**src/rtl/nps_pkg.sv**
```systemverilog
// Shared constants and controller/datapath interface types for the priority scheduler.
package nps_pkg;

    localparam int MAX_JOBS = 16;
    localparam int IDX_W    = $clog2(MAX_JOBS);
    localparam int CNT_W    = $clog2(MAX_JOBS + 1);
    localparam int TIME_W   = 23;
    localparam int ARR_W    = 16;
    localparam int DUR_W    = 16;
    localparam int PRI_W    = 8;
    localparam int JOBID_W  = 5;

    localparam logic [1:0] ST_PENDING = 2'd0;
    localparam logic [1:0] ST_READY   = 2'd1;
    localparam logic [1:0] ST_DONE    = 2'd2;

    typedef struct packed {
        logic load;       // store an incoming job
        logic begin_run;  // zero time and completion count
        logic scan_init;  // start a sweep at the highest stored id
        logic scan_step;  // examine one job
        logic commit;     // dispatch the best job or jump time
        logic finish;     // return the batch to its reset state
    } nps_cmd_t;

    typedef struct packed {
        logic scan_last;  // current sweep index is zero
        logic best_valid; // a ready job was found in the sweep
        logic min_valid;  // a pending job is still to arrive
        logic eor;        // registered result is the last of the run
    } nps_status_t;

endpackage

```
**src/rtl/nonpreemptive_priority_scheduler.sv**
```systemverilog
// Top level of the non-preemptive priority scheduler.
// Input channel: one job per transaction (arrival, duration, priority_req, last).
// Jobs are numbered 1, 2, 3 in load order; up to MAX_JOBS are kept, the rest are
// dropped and reported through overflowed. Loads are accepted only while idle.
// The transaction with last set closes the batch and starts the schedule.
// Each dispatch sweeps all stored jobs one per cycle through a single read port
// of the job stores; the sweep runs again whenever the clock must jump to the
// next arrival.
// Output channel: one transaction per stored job in completion order; end_of_run
// marks the final one, whose finish_time is the total time.
// in_stall is high from the closing transaction until the final result has
// been taken. While out_stall is high the result is held and no further
// dispatch is made.
// Reset clears the batch: no jobs stored, clock at zero, all jobs pending.
// After the final result the block returns to that state for the next batch.
module nonpreemptive_priority_scheduler
    import nps_pkg::*;
(
    input  logic                clk,
    input  logic                rst_n,
    input  logic                in_valid,
    output logic                in_stall,
    input  logic [ARR_W-1:0]    arrival,
    input  logic [DUR_W-1:0]    duration,
    input  logic [PRI_W-1:0]    priority_req,
    input  logic                last,
    output logic                out_valid,
    input  logic                out_stall,
    output logic [JOBID_W-1:0]  job_id,
    output logic [TIME_W-1:0]   start_time,
    output logic [TIME_W-1:0]   finish_time,
    output logic [TIME_W-1:0]   turnaround,
    output logic [TIME_W-1:0]   waiting,
    output logic [TIME_W-1:0]   response,
    output logic                overflowed,
    output logic                end_of_run
);

    nps_cmd_t    cmd;
    nps_status_t status;

    nps_ctrl u_ctrl (
        .clk       (clk),
        .rst_n     (rst_n),
        .in_valid  (in_valid),
        .last      (last),
        .in_stall  (in_stall),
        .out_valid (out_valid),
        .out_stall (out_stall),
        .cmd       (cmd),
        .status    (status)
    );

    nps_datapath u_dp (
        .clk          (clk),
        .rst_n        (rst_n),
        .cmd          (cmd),
        .status       (status),
        .arrival      (arrival),
        .duration     (duration),
        .priority_req (priority_req),
        .job_id       (job_id),
        .start_time   (start_time),
        .finish_time  (finish_time),
        .turnaround   (turnaround),
        .waiting      (waiting),
        .response     (response),
        .overflowed   (overflowed),
        .end_of_run   (end_of_run)
    );

endmodule

```
**src/rtl/nps_datapath.sv**
```systemverilog
// Job stores, sweep logic, simulated clock and result registers.
module nps_datapath
    import nps_pkg::*;
(
    input  logic                clk,
    input  logic                rst_n,
    input  nps_cmd_t            cmd,
    output nps_status_t         status,
    input  logic [ARR_W-1:0]    arrival,
    input  logic [DUR_W-1:0]    duration,
    input  logic [PRI_W-1:0]    priority_req,
    output logic [JOBID_W-1:0]  job_id,
    output logic [TIME_W-1:0]   start_time,
    output logic [TIME_W-1:0]   finish_time,
    output logic [TIME_W-1:0]   turnaround,
    output logic [TIME_W-1:0]   waiting,
    output logic [TIME_W-1:0]   response,
    output logic                overflowed,
    output logic                end_of_run
);

    logic [ARR_W-1:0]  arr_mem   [MAX_JOBS];
    logic [DUR_W-1:0]  dur_mem   [MAX_JOBS];
    logic [PRI_W-1:0]  pri_mem   [MAX_JOBS];
    logic [TIME_W-1:0] stamp_mem [MAX_JOBS];
    logic [1:0]        state_reg [MAX_JOBS];

    logic [CNT_W-1:0]  count_reg;
    logic [CNT_W-1:0]  done_reg;
    logic              ovf_reg;
    logic [TIME_W-1:0] time_reg;
    logic [IDX_W-1:0]  idx_reg;

    logic              best_valid_reg;
    logic [IDX_W-1:0]  best_idx_reg;
    logic [PRI_W-1:0]  best_pri_reg;
    logic [TIME_W-1:0] best_stamp_reg;
    logic [ARR_W-1:0]  best_arr_reg;
    logic [DUR_W-1:0]  best_dur_reg;
    logic              min_valid_reg;
    logic [ARR_W-1:0]  min_arr_reg;

    logic [JOBID_W-1:0] id_reg;
    logic [TIME_W-1:0]  start_reg;
    logic [TIME_W-1:0]  fin_reg;
    logic [TIME_W-1:0]  tat_reg;
    logic [TIME_W-1:0]  resp_reg;
    logic               ovf_out_reg;
    logic               eor_reg;

    logic [IDX_W-1:0]  rd_addr;
    logic [ARR_W-1:0]  rd_arr_reg;
    logic [DUR_W-1:0]  rd_dur_reg;
    logic [PRI_W-1:0]  rd_pri_reg;
    logic [TIME_W-1:0] rd_stamp_reg;
    logic [1:0]        rd_state;
    logic              arrived;
    logic              is_ready;
    logic              is_later;
    logic [TIME_W-1:0] eff_stamp;
    logic              better;
    logic [TIME_W-1:0] fin_next;
    logic [TIME_W-1:0] resp_next;

    // Read address follows the next sweep index so read data lines up with idx_reg
    always_comb
    begin
        if (cmd.scan_init)
            rd_addr = IDX_W'(count_reg - CNT_W'(1));
        else if (cmd.scan_step)
            rd_addr = idx_reg - IDX_W'(1);
        else
            rd_addr = idx_reg;
    end

    // Examine the job at the sweep index
    always_comb
    begin
        rd_state  = state_reg[idx_reg];
        arrived   = TIME_W'(rd_arr_reg) <= time_reg;
        is_ready  = (rd_state == ST_READY) || (rd_state == ST_PENDING && arrived);
        is_later  = (rd_state == ST_PENDING) && !arrived;
        eff_stamp = (rd_state == ST_READY) ? rd_stamp_reg : time_reg;
        better    = !best_valid_reg || (rd_pri_reg < best_pri_reg)
                    || (rd_pri_reg == best_pri_reg && eff_stamp < best_stamp_reg);
        fin_next  = time_reg + TIME_W'(best_dur_reg);
        resp_next = time_reg - TIME_W'(best_arr_reg);
    end

    // Job stores written on load, stamps in the sweep; registered read port
    always_ff @(posedge clk)
    begin
        if (cmd.load && count_reg < CNT_W'(MAX_JOBS))
        begin
            arr_mem[count_reg[IDX_W-1:0]] <= arrival;
            dur_mem[count_reg[IDX_W-1:0]] <= duration;
            pri_mem[count_reg[IDX_W-1:0]] <= priority_req;
        end
        if (cmd.scan_step && rd_state == ST_PENDING && arrived)
            stamp_mem[idx_reg] <= time_reg;
        rd_arr_reg   <= arr_mem[rd_addr];
        rd_dur_reg   <= dur_mem[rd_addr];
        rd_pri_reg   <= pri_mem[rd_addr];
        rd_stamp_reg <= stamp_mem[rd_addr];
    end

    // Job state flags, all pending after reset and at batch end
    always_ff @(posedge clk or negedge rst_n)
    begin
        if (!rst_n)
        begin
            for (int i = 0; i < MAX_JOBS; i++)
                state_reg[i] <= ST_PENDING;
        end
        else if (cmd.finish)
        begin
            for (int i = 0; i < MAX_JOBS; i++)
                state_reg[i] <= ST_PENDING;
        end
        else
        begin
            if (cmd.load && count_reg < CNT_W'(MAX_JOBS))
                state_reg[count_reg[IDX_W-1:0]] <= ST_PENDING;
            if (cmd.scan_step && rd_state == ST_PENDING && arrived)
                state_reg[idx_reg] <= ST_READY;
            if (cmd.commit && best_valid_reg)
                state_reg[best_idx_reg] <= ST_DONE;
        end
    end

    // Batch counters, clock and sweep bookkeeping
    always_ff @(posedge clk or negedge rst_n)
    begin
        if (!rst_n)
        begin
            count_reg      <= '0;
            done_reg       <= '0;
            ovf_reg        <= 1'b0;
            time_reg       <= '0;
            idx_reg        <= '0;
            best_valid_reg <= 1'b0;
            min_valid_reg  <= 1'b0;
        end
        else
        begin
            if (cmd.load)
            begin
                if (count_reg < CNT_W'(MAX_JOBS))
                    count_reg <= count_reg + CNT_W'(1);
                else
                    ovf_reg <= 1'b1;
            end
            if (cmd.begin_run)
            begin
                time_reg <= '0;
                done_reg <= '0;
            end
            if (cmd.scan_init)
            begin
                idx_reg        <= rd_addr;
                best_valid_reg <= 1'b0;
                min_valid_reg  <= 1'b0;
            end
            if (cmd.scan_step)
            begin
                idx_reg <= rd_addr;
                if (is_ready && better)
                    best_valid_reg <= 1'b1;
                if (is_later && (!min_valid_reg || rd_arr_reg < min_arr_reg))
                    min_valid_reg <= 1'b1;
            end
            if (cmd.commit)
            begin
                if (best_valid_reg)
                begin
                    time_reg <= fin_next;
                    done_reg <= done_reg + CNT_W'(1);
                end
                else if (min_valid_reg)
                    time_reg <= TIME_W'(min_arr_reg);
            end
            if (cmd.finish)
            begin
                count_reg <= '0;
                ovf_reg   <= 1'b0;
                time_reg  <= '0;
            end
        end
    end

    // Best candidate and earliest future arrival
    always_ff @(posedge clk)
    begin
        if (cmd.scan_step)
        begin
            if (is_ready && better)
            begin
                best_idx_reg   <= idx_reg;
                best_pri_reg   <= rd_pri_reg;
                best_stamp_reg <= eff_stamp;
                best_arr_reg   <= rd_arr_reg;
                best_dur_reg   <= rd_dur_reg;
            end
            if (is_later && (!min_valid_reg || rd_arr_reg < min_arr_reg))
                min_arr_reg <= rd_arr_reg;
        end
    end

    // Result registers, loaded on dispatch
    always_ff @(posedge clk)
    begin
        if (cmd.commit && best_valid_reg)
        begin
            id_reg      <= JOBID_W'(IDX_W'(best_idx_reg) + (IDX_W+1)'(1));
            start_reg   <= time_reg;
            fin_reg     <= fin_next;
            tat_reg     <= fin_next - TIME_W'(best_arr_reg);
            resp_reg    <= resp_next;
            ovf_out_reg <= ovf_reg;
            eor_reg     <= (done_reg + CNT_W'(1)) == count_reg;
        end
    end

    assign status.scan_last  = (idx_reg == '0);
    assign status.best_valid = best_valid_reg;
    assign status.min_valid  = min_valid_reg;
    assign status.eor        = eor_reg;

    assign job_id      = id_reg;
    assign start_time  = start_reg;
    assign finish_time = fin_reg;
    assign turnaround  = tat_reg;
    assign waiting     = resp_reg;
    assign response    = resp_reg;
    assign overflowed  = ovf_out_reg;
    assign end_of_run  = eor_reg;

endmodule

```
**src/rtl/nps_ctrl.sv**
```systemverilog
// Controller state machine sequencing load, sweep, dispatch and output.
module nps_ctrl
    import nps_pkg::*;
(
    input  logic        clk,
    input  logic        rst_n,
    input  logic        in_valid,
    input  logic        last,
    output logic        in_stall,
    output logic        out_valid,
    input  logic        out_stall,
    output nps_cmd_t    cmd,
    input  nps_status_t status
);

    localparam logic [2:0] S_IDLE   = 3'd0;
    localparam logic [2:0] S_PREP   = 3'd1;
    localparam logic [2:0] S_SCAN   = 3'd2;
    localparam logic [2:0] S_DECIDE = 3'd3;
    localparam logic [2:0] S_OUT    = 3'd4;

    logic [2:0] state_reg;
    logic [2:0] state_next;
    logic       in_fire;
    logic       out_fire;

    assign in_stall  = (state_reg != S_IDLE);
    assign out_valid = (state_reg == S_OUT);
    assign in_fire   = in_valid && !in_stall;
    assign out_fire  = out_valid && !out_stall;

    // Next state and commands
    always_comb
    begin
        state_next = state_reg;
        cmd        = '0;
        unique case (state_reg)
            S_IDLE:
            begin
                if (in_fire)
                begin
                    cmd.load = 1'b1;
                    if (last)
                    begin
                        cmd.begin_run = 1'b1;
                        state_next    = S_PREP;
                    end
                end
            end
            S_PREP:
            begin
                cmd.scan_init = 1'b1;
                state_next    = S_SCAN;
            end
            S_SCAN:
            begin
                cmd.scan_step = 1'b1;
                if (status.scan_last)
                    state_next = S_DECIDE;
            end
            S_DECIDE:
            begin
                cmd.commit = 1'b1;
                if (status.best_valid)
                    state_next = S_OUT;
                else if (status.min_valid)
                    state_next = S_PREP;
                else
                begin
                    cmd.finish = 1'b1;
                    state_next = S_IDLE;
                end
            end
            S_OUT:
            begin
                if (out_fire)
                begin
                    if (status.eor)
                    begin
                        cmd.finish = 1'b1;
                        state_next = S_IDLE;
                    end
                    else
                        state_next = S_PREP;
                end
            end
            default:
                state_next = S_IDLE;
        endcase
    end

    // Hold state
    always_ff @(posedge clk or negedge rst_n)
    begin
        if (!rst_n)
            state_reg <= S_IDLE;
        else
            state_reg <= state_next;
    end

endmodule

```
**config.mk**
```make
export PLATFORM = sky130hd
export DESIGN_NAME = nonpreemptive_priority_scheduler
export DESIGN_NICKNAME = d
export VERILOG_FILES = /design/src/rtl/nps_pkg.sv /design/src/rtl/nonpreemptive_priority_scheduler.sv /design/src/rtl/nps_datapath.sv /design/src/rtl/nps_ctrl.sv
export SDC_FILE = /design/constraint.sdc
export NUM_CORES = 2
export LEC_CHECK = 0
export BUFFER_PORTS_ARGS = -buffer_cell sky130_fd_sc_hd__buf_2
export CAP_MARGIN = 5
export CORE_MARGIN = 4
export CORE_UTILIZATION = 53
export CTS_BUF_LIST = sky130_fd_sc_hd__clkbuf_8
export CTS_CLUSTER_SIZE = 25
export DETAILED_ROUTE_END_ITERATION = 10
export PLACE_DENSITY = 0.79
export SYNTH_ARGS = -nofsm -noshare
export SYNTH_HDL_FRONTEND = slang
export SYNTH_HIERARCHICAL = 1
export SYNTH_SLANG_ARGS = --single-unit
```
**constraint.sdc**
```tcl
create_clock -name clk -period 7.9 [get_ports clk]
set_input_delay 0.395 -clock clk [delete_from_list [all_inputs] [get_ports clk]]
set_output_delay 0.395 -clock clk [all_outputs]
set_load 0.005 [all_outputs]
```
* After elaboration in Yosys (flattened, before gate mapping)
Memory sizes are Yosys's and may differ from the RTL's. A register that Yosys moved wholly into a read port is not among the register bits.
Index checks and enable logic that the tools add are counted.
W data, S select, Z words.
** Operators by class
- Equal/unequal tests :: 12
- Add/subtract/negate cells :: 8
- $lt $le $gt $ge :: 11
- Reduce and logical (&&, ||, !) cells :: 35
- Bitwise gates (word level) :: 11
- Shift-type cells :: 0
- Multipliers :: 0
- Divide/modulo/power cells :: 0
- Multiplexer cells :: 63
** Operators with widths (number)
- $mux W32 :: 6
- $mux W23 :: 6
- $sub A23 B16 Y23 :: 2
- $and A16 B16 Y16 :: 2
- $and A32 B32 Y32 :: 1
- $not A16 Y16 :: 2
- $not A32 Y32 :: 1
- $or A16 B16 Y16 :: 2
- $mux W5 :: 6
- $demux W2 S4 :: 3
- $add A23 B16 Y23 :: 1
- $le A16 B23 Y1 :: 1
- $lt A23 B23 Y1 :: 1
- $mux W1 :: 23
- $lt A16 B16 Y1 :: 1
- $mux W4 :: 4
- $ge A5 B5 Y1 const B :: 3
- $lt A5 B1 Y1 const B :: 3
- $mux W3 :: 5
- $not A4 Y5 :: 3
- $pmux W3 S5 :: 1
- $logic_and A1 B1 Y1 :: 14
- $mux W2 :: 7
- $add A5 B1 Y5 const B :: 2
- other kinds (23) :: 40
** Word-level totals
- Input bits :: 45
- Output and inout bits :: 124
- Flip-flop bits (word level) :: 257
- Logic and storage cells :: 181
- Latch bits :: 0
- Bits in read-only memories :: 0
- Bits in writable memories :: 1008
- Memories kept :: 4
** Memory list
- u_dp.stamp_mem :: words 16, bits a word 23, read ports 1, clocked after memory_dff 1, write ports 1, line nps_datapath.sv:25 : logic [TIME_W-1:0] stamp_mem [MAX_JOBS];
- u_dp.arr_mem :: words 16, bits a word 16, read ports 1, clocked after memory_dff 1, write ports 1, line nps_datapath.sv:22 : logic [ARR_W-1:0] arr_mem [MAX_JOBS];
- u_dp.dur_mem :: words 16, bits a word 16, read ports 1, clocked after memory_dff 1, write ports 1, line nps_datapath.sv:23 : logic [DUR_W-1:0] dur_mem [MAX_JOBS];
- u_dp.pri_mem :: words 16, bits a word 8, read ports 1, clocked after memory_dff 1, write ports 1, line nps_datapath.sv:24 : logic [PRI_W-1:0] pri_mem [MAX_JOBS];

* Longest topological paths before layout
- Depth after elaboration :: 15
- Depth in mapped cells :: 19
- Mapped depth without buffers :: 19

* Cells and area by module
The synthesis kept the hierarchy.
** By module, submodules not included
- nps_datapath :: sequential area each 38797.2 µm², instances 1, area each 53572.6 µm², cells each 2963
- nps_ctrl :: sequential area each 75.1 µm², instances 1, area each 231.5 µm², cells each 25

* Worst setup path after synthesis
OpenSTA, ideal clock, no wires.
- Kind :: register to register
- Start :: register u_dp.idx_reg[0]
- End :: register u_dp.best_arr_reg[0], enable pin
- Slack :: 2.121 ns
- Period minus slack after synthesis :: 5.779 ns
- Buffers on the path :: 3
- Cell stages (with the launch flop) :: 18
- Arrival time :: 5.348 ns
- Data required time :: 7.469 ns
- Library setup time :: 0.431 ns
- Path through :: dfrtp_1 > buf_6 > mux4_1 > mux4_2 > nor2b_4 > clkbuf_1 > clkbuf_1 > nand2_1 > o21ai_0 > ha_1 > a21o_1 > a21o_1 > a21o_1 > a21o_1 > a21oi_1 > nor3_1 > nor4_1 > o21a_1
** On the way
- Cells in the longest elaborated chain, start to end :: 11
- Elaborated cells on any way between the ends :: 14
- Those cells by class :: order compare: 1; eq/ne: 1; mux: 4; bitwise: 1; reduce/logical: 7
** RTL lines
- start, declared :: line nps_datapath.sv:32 : logic [IDX_W-1:0] idx_reg;
- start signal, assigned :: line nps_datapath.sv:160 : idx_reg <= rd_addr;
- start signal, assigned :: line nps_datapath.sv:166 : idx_reg <= rd_addr;
- $not A4 Y5 (not written as such) :: line nps_datapath.sv:79 : rd_state = state_reg[idx_reg];
- $bmux W2 S4 :: line nps_datapath.sv:79
- $mux W2 (not written as such) (2 in series) :: line nps_datapath.sv:79
- $eq A2 B1 Y1 :: line nps_datapath.sv:83 : eff_stamp = (rd_state == ST_READY) ? rd_stamp_reg : time_reg;
- $mux W23 :: line nps_datapath.sv:83
- net u_dp.eff_stamp[8] :: line nps_datapath.sv:60 : logic [TIME_W-1:0] eff_stamp;
- $lt A23 B23 Y1 :: line nps_datapath.sv:85 : || (rd_pri_reg == best_pri_reg && eff_stamp < best_stamp_reg);
- $logic_and A1 B1 Y1 :: line nps_datapath.sv:85
- $logic_or A1 B1 Y1 :: line nps_datapath.sv:85
- $logic_and A1 B1 Y1 :: line nps_datapath.sv:196 : if (is_ready && better)
- $reduce_and A2 Y1 (no line)
- end signal, assigned :: line nps_datapath.sv:201 : best_arr_reg <= rd_arr_reg;
- end, declared :: line nps_datapath.sv:38 : logic [ARR_W-1:0] best_arr_reg;
The timed path passes the listed nets, and every way through them passes these cells. The select of a mux whose other input is x is not followed.
A chain may end at the register's enable or synchronous reset.

* Worst setup path after layout
- Start :: register u_dp.idx_reg[0]
- End :: register u_dp.best_arr_reg[13], enable pin
The elaborated chain is that of the path after synthesis.

==> impl_results.md <==
- DRC marker count from the first detailed-route iteration: about 3.2k
- Number of synthesized register bits: approximately 1.3k
- Layout area overhead: 12.55%
- Slowest-stage cell, CP: o21a_4
- Measured slew at the worst slew-check pin: around 1.3 ns
- TritonRoute pass-1 iters: 6
- Critical path class: reg2reg
- Post-synth ARST share: approximately 5.6%
- Top-count cell post-synth: edfxtp_1
- Hold Crit Class: in2async
- Mean Syn Cell Area: around 18 sq um
- Initial core utilization: between 50% and 60%
- Cell Pwr Density: ~440 nW/um^2
- Slew headroom: between 10% and 20%
- Drt drc: 0
- Final Instance Area: between 60000 and 70000 sq um
- Crit Path Max Fanout: 68
- Cell area after placement: around 56000 sq um
- Sw Share: a little over a third
- Buf/Inv on CP: 0
- Storage cell area: ~40000 sq um
- DP HPWL: approximately 70 mm
- Vias: 28.89k
- Finished Core Util: between 60 and 70%
- PostCTS Resize Cnt: 0
- Seq pwr share: between 30% and 40%
- Routed WL: ~120 mm
- Final period utilization: 77.26%
- Vias in the first global route: roughly 29k
- Cell type with the highest aggregate area in the netlist: edfxtp_1
- Synth Flop Type: edfxtp_1
- H-tree Lvls: 4
- Fill count: between 7k and 8k
- Worst skew pair latency: 0.85 ns
- RSZ-0062 raised after global routing: no
- Root Buffer: clkbuf_8
- Total of max-cap violations: 0
- Internal power: about 0.017 W
- Synth unique cells: between 70 and 80
- CP Launch Type: flip-flop
- Achievable frequency: about 160 MHz
- Area of the multi-input gates: roughly 14000 sq um
- Top cells by area, synth: edfxtp_1 (66%), mux4_2 (11%), dfrtp_1 (3.5%)
- Setup TNS: 0 ns
- GR Overflow Total: 0
- Final Max Slew Viols: 0
- Port Buffers: between 150 and 200
- Row Count: approximately 120
- Worst stage delay on the critical path: approximately 0.85 ns
- Mapped Cells: roughly 3.0k
- Synth top area share: approximately two thirds
- Layout cell share with drive strength beyond 1: between 20% and 30%
- Endpoints failing hold: 0
- Die Area: between 100000 and 150000 sq um
- Core area: between 100000 and 150000 sq um
- Die Width: approximately 330 um
- DR WL/cell: about 25 um
- Worst Skew: roughly 0.032 ns
- Largest net degree at the start of global routing: between 100 and 150
- First-pass GRT wire length: 183.9 mm
- Arr. time, crit path: 6.56 ns
- Die height: between 300 and 400 um
- NetSw: 0.009799 W
- CTS tree: built
- Leakage: between 20 and 25 nW
- Clock power share: approximately a fifth
- Data required, critical path: around 8.4 ns
- CTS clk-pin slew, worst paths: 0.06 ns
- Antenna violations before repair: 11
- Synth top cells by count: edfxtp_1 (1190), mux4_2 (258), inv_1 (127)
- NumNets Final: around 3.5k
- Largest register FFs: about 370
- Final setup violation count: 0
- Final ANT Viol Nets: 0
- Comb pwr share: between 40% and 50%
- Sinks on the clock net: roughly 1.3k
- Register area share after synthesis: a little over 70%
- Mapped cell area: approximately 54000 sq um
- Maximum VDD drop: around 800 uV
- Crit path max-delay family: compound AO/OA/AOI/OAI gates
- Cell Chain, Critical Path: mux4_1 > mux4_2 > nor2b_4 > mux2_2 > ha_1 > nand3_1 > nand4_1 > a2111oi_0 > o221ai_1 > nor4_1 > o21a_4
- Syn nets: around 3.2k
- EDFF count, synth: approximately 1.2k
- Via/cell ratio: between 5 and 6
- Register bank with the most flops: u_dp/stamp_mem
- Gr usage total: ~23%
- Clk buf depth: 3
- Routability congestion estimate: between 0.8 and 0.9
- Element type at the critical path end: flip-flop
- Crit path time final: ~6 ns
- Boundary pin count: ~170
- Total CTS buffers: a little under 200
- Fin cells: ~4.8k
- DP Cell Count: around 4.4k
- Outcome: finished, final reports clean
- Synthesis Warnings: 6
## through the flow
stage	setup slack (ns)	power, W	hold slack (ns)
final	1.796	0.02682	0.1093
after global routing	1.304	0.02829	0.1023
after CTS	1.854	0.02692	0.03490
after detailed placement	1.862	0.02160	0.3918
after global placement	2.078	0.02134	0.3916
after floorplan	2.121	0.01831	0.09941
## cell usage in the layout, fill, tap and decap left out, types with 7 or more instances in the layout
| cell type | Yosys | final |
|---|---|---|
| buf_2 | 9 | 167 |
| nor3_1 | 46 | 42 |
| nand2_1 | 60 | 60 |
| clkinv_2 | 0 | 26 |
| a211oi_1 | 69 | 69 |
| xnor2_1 | 42 | 42 |
| a21oi_1 | 122 | 120 |
| nor2b_1 | 80 | 80 |
| a2bb2oi_1 | 13 | 13 |
| clkinv_1 | 0 | 19 |
| o32ai_1 | 12 | 12 |
| and3_1 | 7 | 7 |
| nand3b_1 | 14 | 14 |
| dfrtp_1 | 75 | 75 |
| o21a_1 | 18 | 17 |
| mux4_2 | 258 | 258 |
| nand4_1 | 17 | 17 |
| nand3_1 | 36 | 36 |
| inv_2 | 0 | 16 |
| mux2i_1 | 66 | 65 |
| inv_1 | 127 | 191 |
| xor2_1 | 28 | 28 |
| nand2b_1 | 13 | 13 |
| a31oi_1 | 7 | 7 |
| dfxtp_1 | 63 | 63 |
| nor2_2 | 0 | 12 |
| a21o_1 | 26 | 26 |
| o21ai_0 | 83 | 83 |
| edfxtp_1 | 1190 | 1190 |
| ha_1 | 122 | 122 |
| clkbuf_8 | 0 | 221 |
| dlygate4sd3_1 | 0 | 45 |
| nor2_1 | 118 | 106 |
| buf_4 | 27 | 61 |
| mux2_2 | 8 | 8 |
| nor4_1 | 7 | 7 |
## routing by layer
layer	vias to the layer above	track usage (%)	share of wire, %
li1	12520	-	-
met1	14670	31.94	40
met2	1413	37.08	48
met3	288	4.812	9.0
met4	0	7.703	3.1
met5	-	0	0
## worst paths after layout
check                              startpoint               endpoint  slack, ns  cells past startpoint
max reg2reg                   u_dp/idx_reg[0]  u_dp/best_arr_reg[13]       1.80                     11
max                           u_dp/idx_reg[0]  u_dp/best_arr_reg[13]       1.80                     11
max in group asynchronous               rst_n       u_dp/done_reg[1]       6.67                      3
min in group clk                    out_stall    u_ctrl/state_reg[2]       0.38                      3
min reg2reg                u_dp/rd_dur_reg[8]   u_dp/best_dur_reg[8]       0.40                      0
min                                     rst_n      u_dp/time_reg[14]       0.11                      2
## power by group through the flow
stage	Clock [W]	Sequential [W]	Combinational [W]
final	0.00530	0.00991	0.0116
after global routing	0.00575	0.00997	0.0126
after global placement	0	0.00998	0.0114
after detailed placement	0	0.0100	0.0116
after CTS	0.00540	0.00988	0.0116
after floorplan	0	0.00963	0.00868
## area by class of cell
type                    instances  share of cell area (%)
diodes                          5                 0.02066
multi-input cells            1371                   22.84
flip-flops and latches       1328                   64.19
clock inverters               145                   1.316
repair buffers                277                   3.012
clock buffers                 221                   5.023
well taps                    1357                   2.804
inverters                     127                  0.7913
## cell families (layout without fill, tap and decap cells)
kind of cell | Yosys count | in the layout | share of synthesized area, %
AOI/OAI and AO/OA | 410 | 410 | 4.888
xor gates and xnor gates | 70 | 70 | 1.139
adders and majority gates | 125 | 125 | 2.949
buffers and inverters | 289 | 770 | 2.239
DFF | 1328 | 1328 | 72.25
muxes | 336 | 336 | 12.39
other | 0 | 5 | 0
and+or+nand+nor | 430 | 430 | 4.146
## timing repair
item | in CTS | in global routing
hold buffers | 45 | 0
endpoints found under the hold margin | 670 | 0
setup buffers | 0 | 0
## worst reg2reg max path, cell delays in order (launching register included)
cell	delay, ns
dfrtp_1	0.80
mux4_1	0.66
mux4_2	0.53
nor2b_4	0.69
mux2_2	0.46
ha_1	0.32
nand3_1	0.11
nand4_1	0.11
a2111oi_0	0.59
o221ai_1	0.23
nor4_1	0.35
o21a_4	0.85
Note: power is estimated with default switching activity, not from simulation.
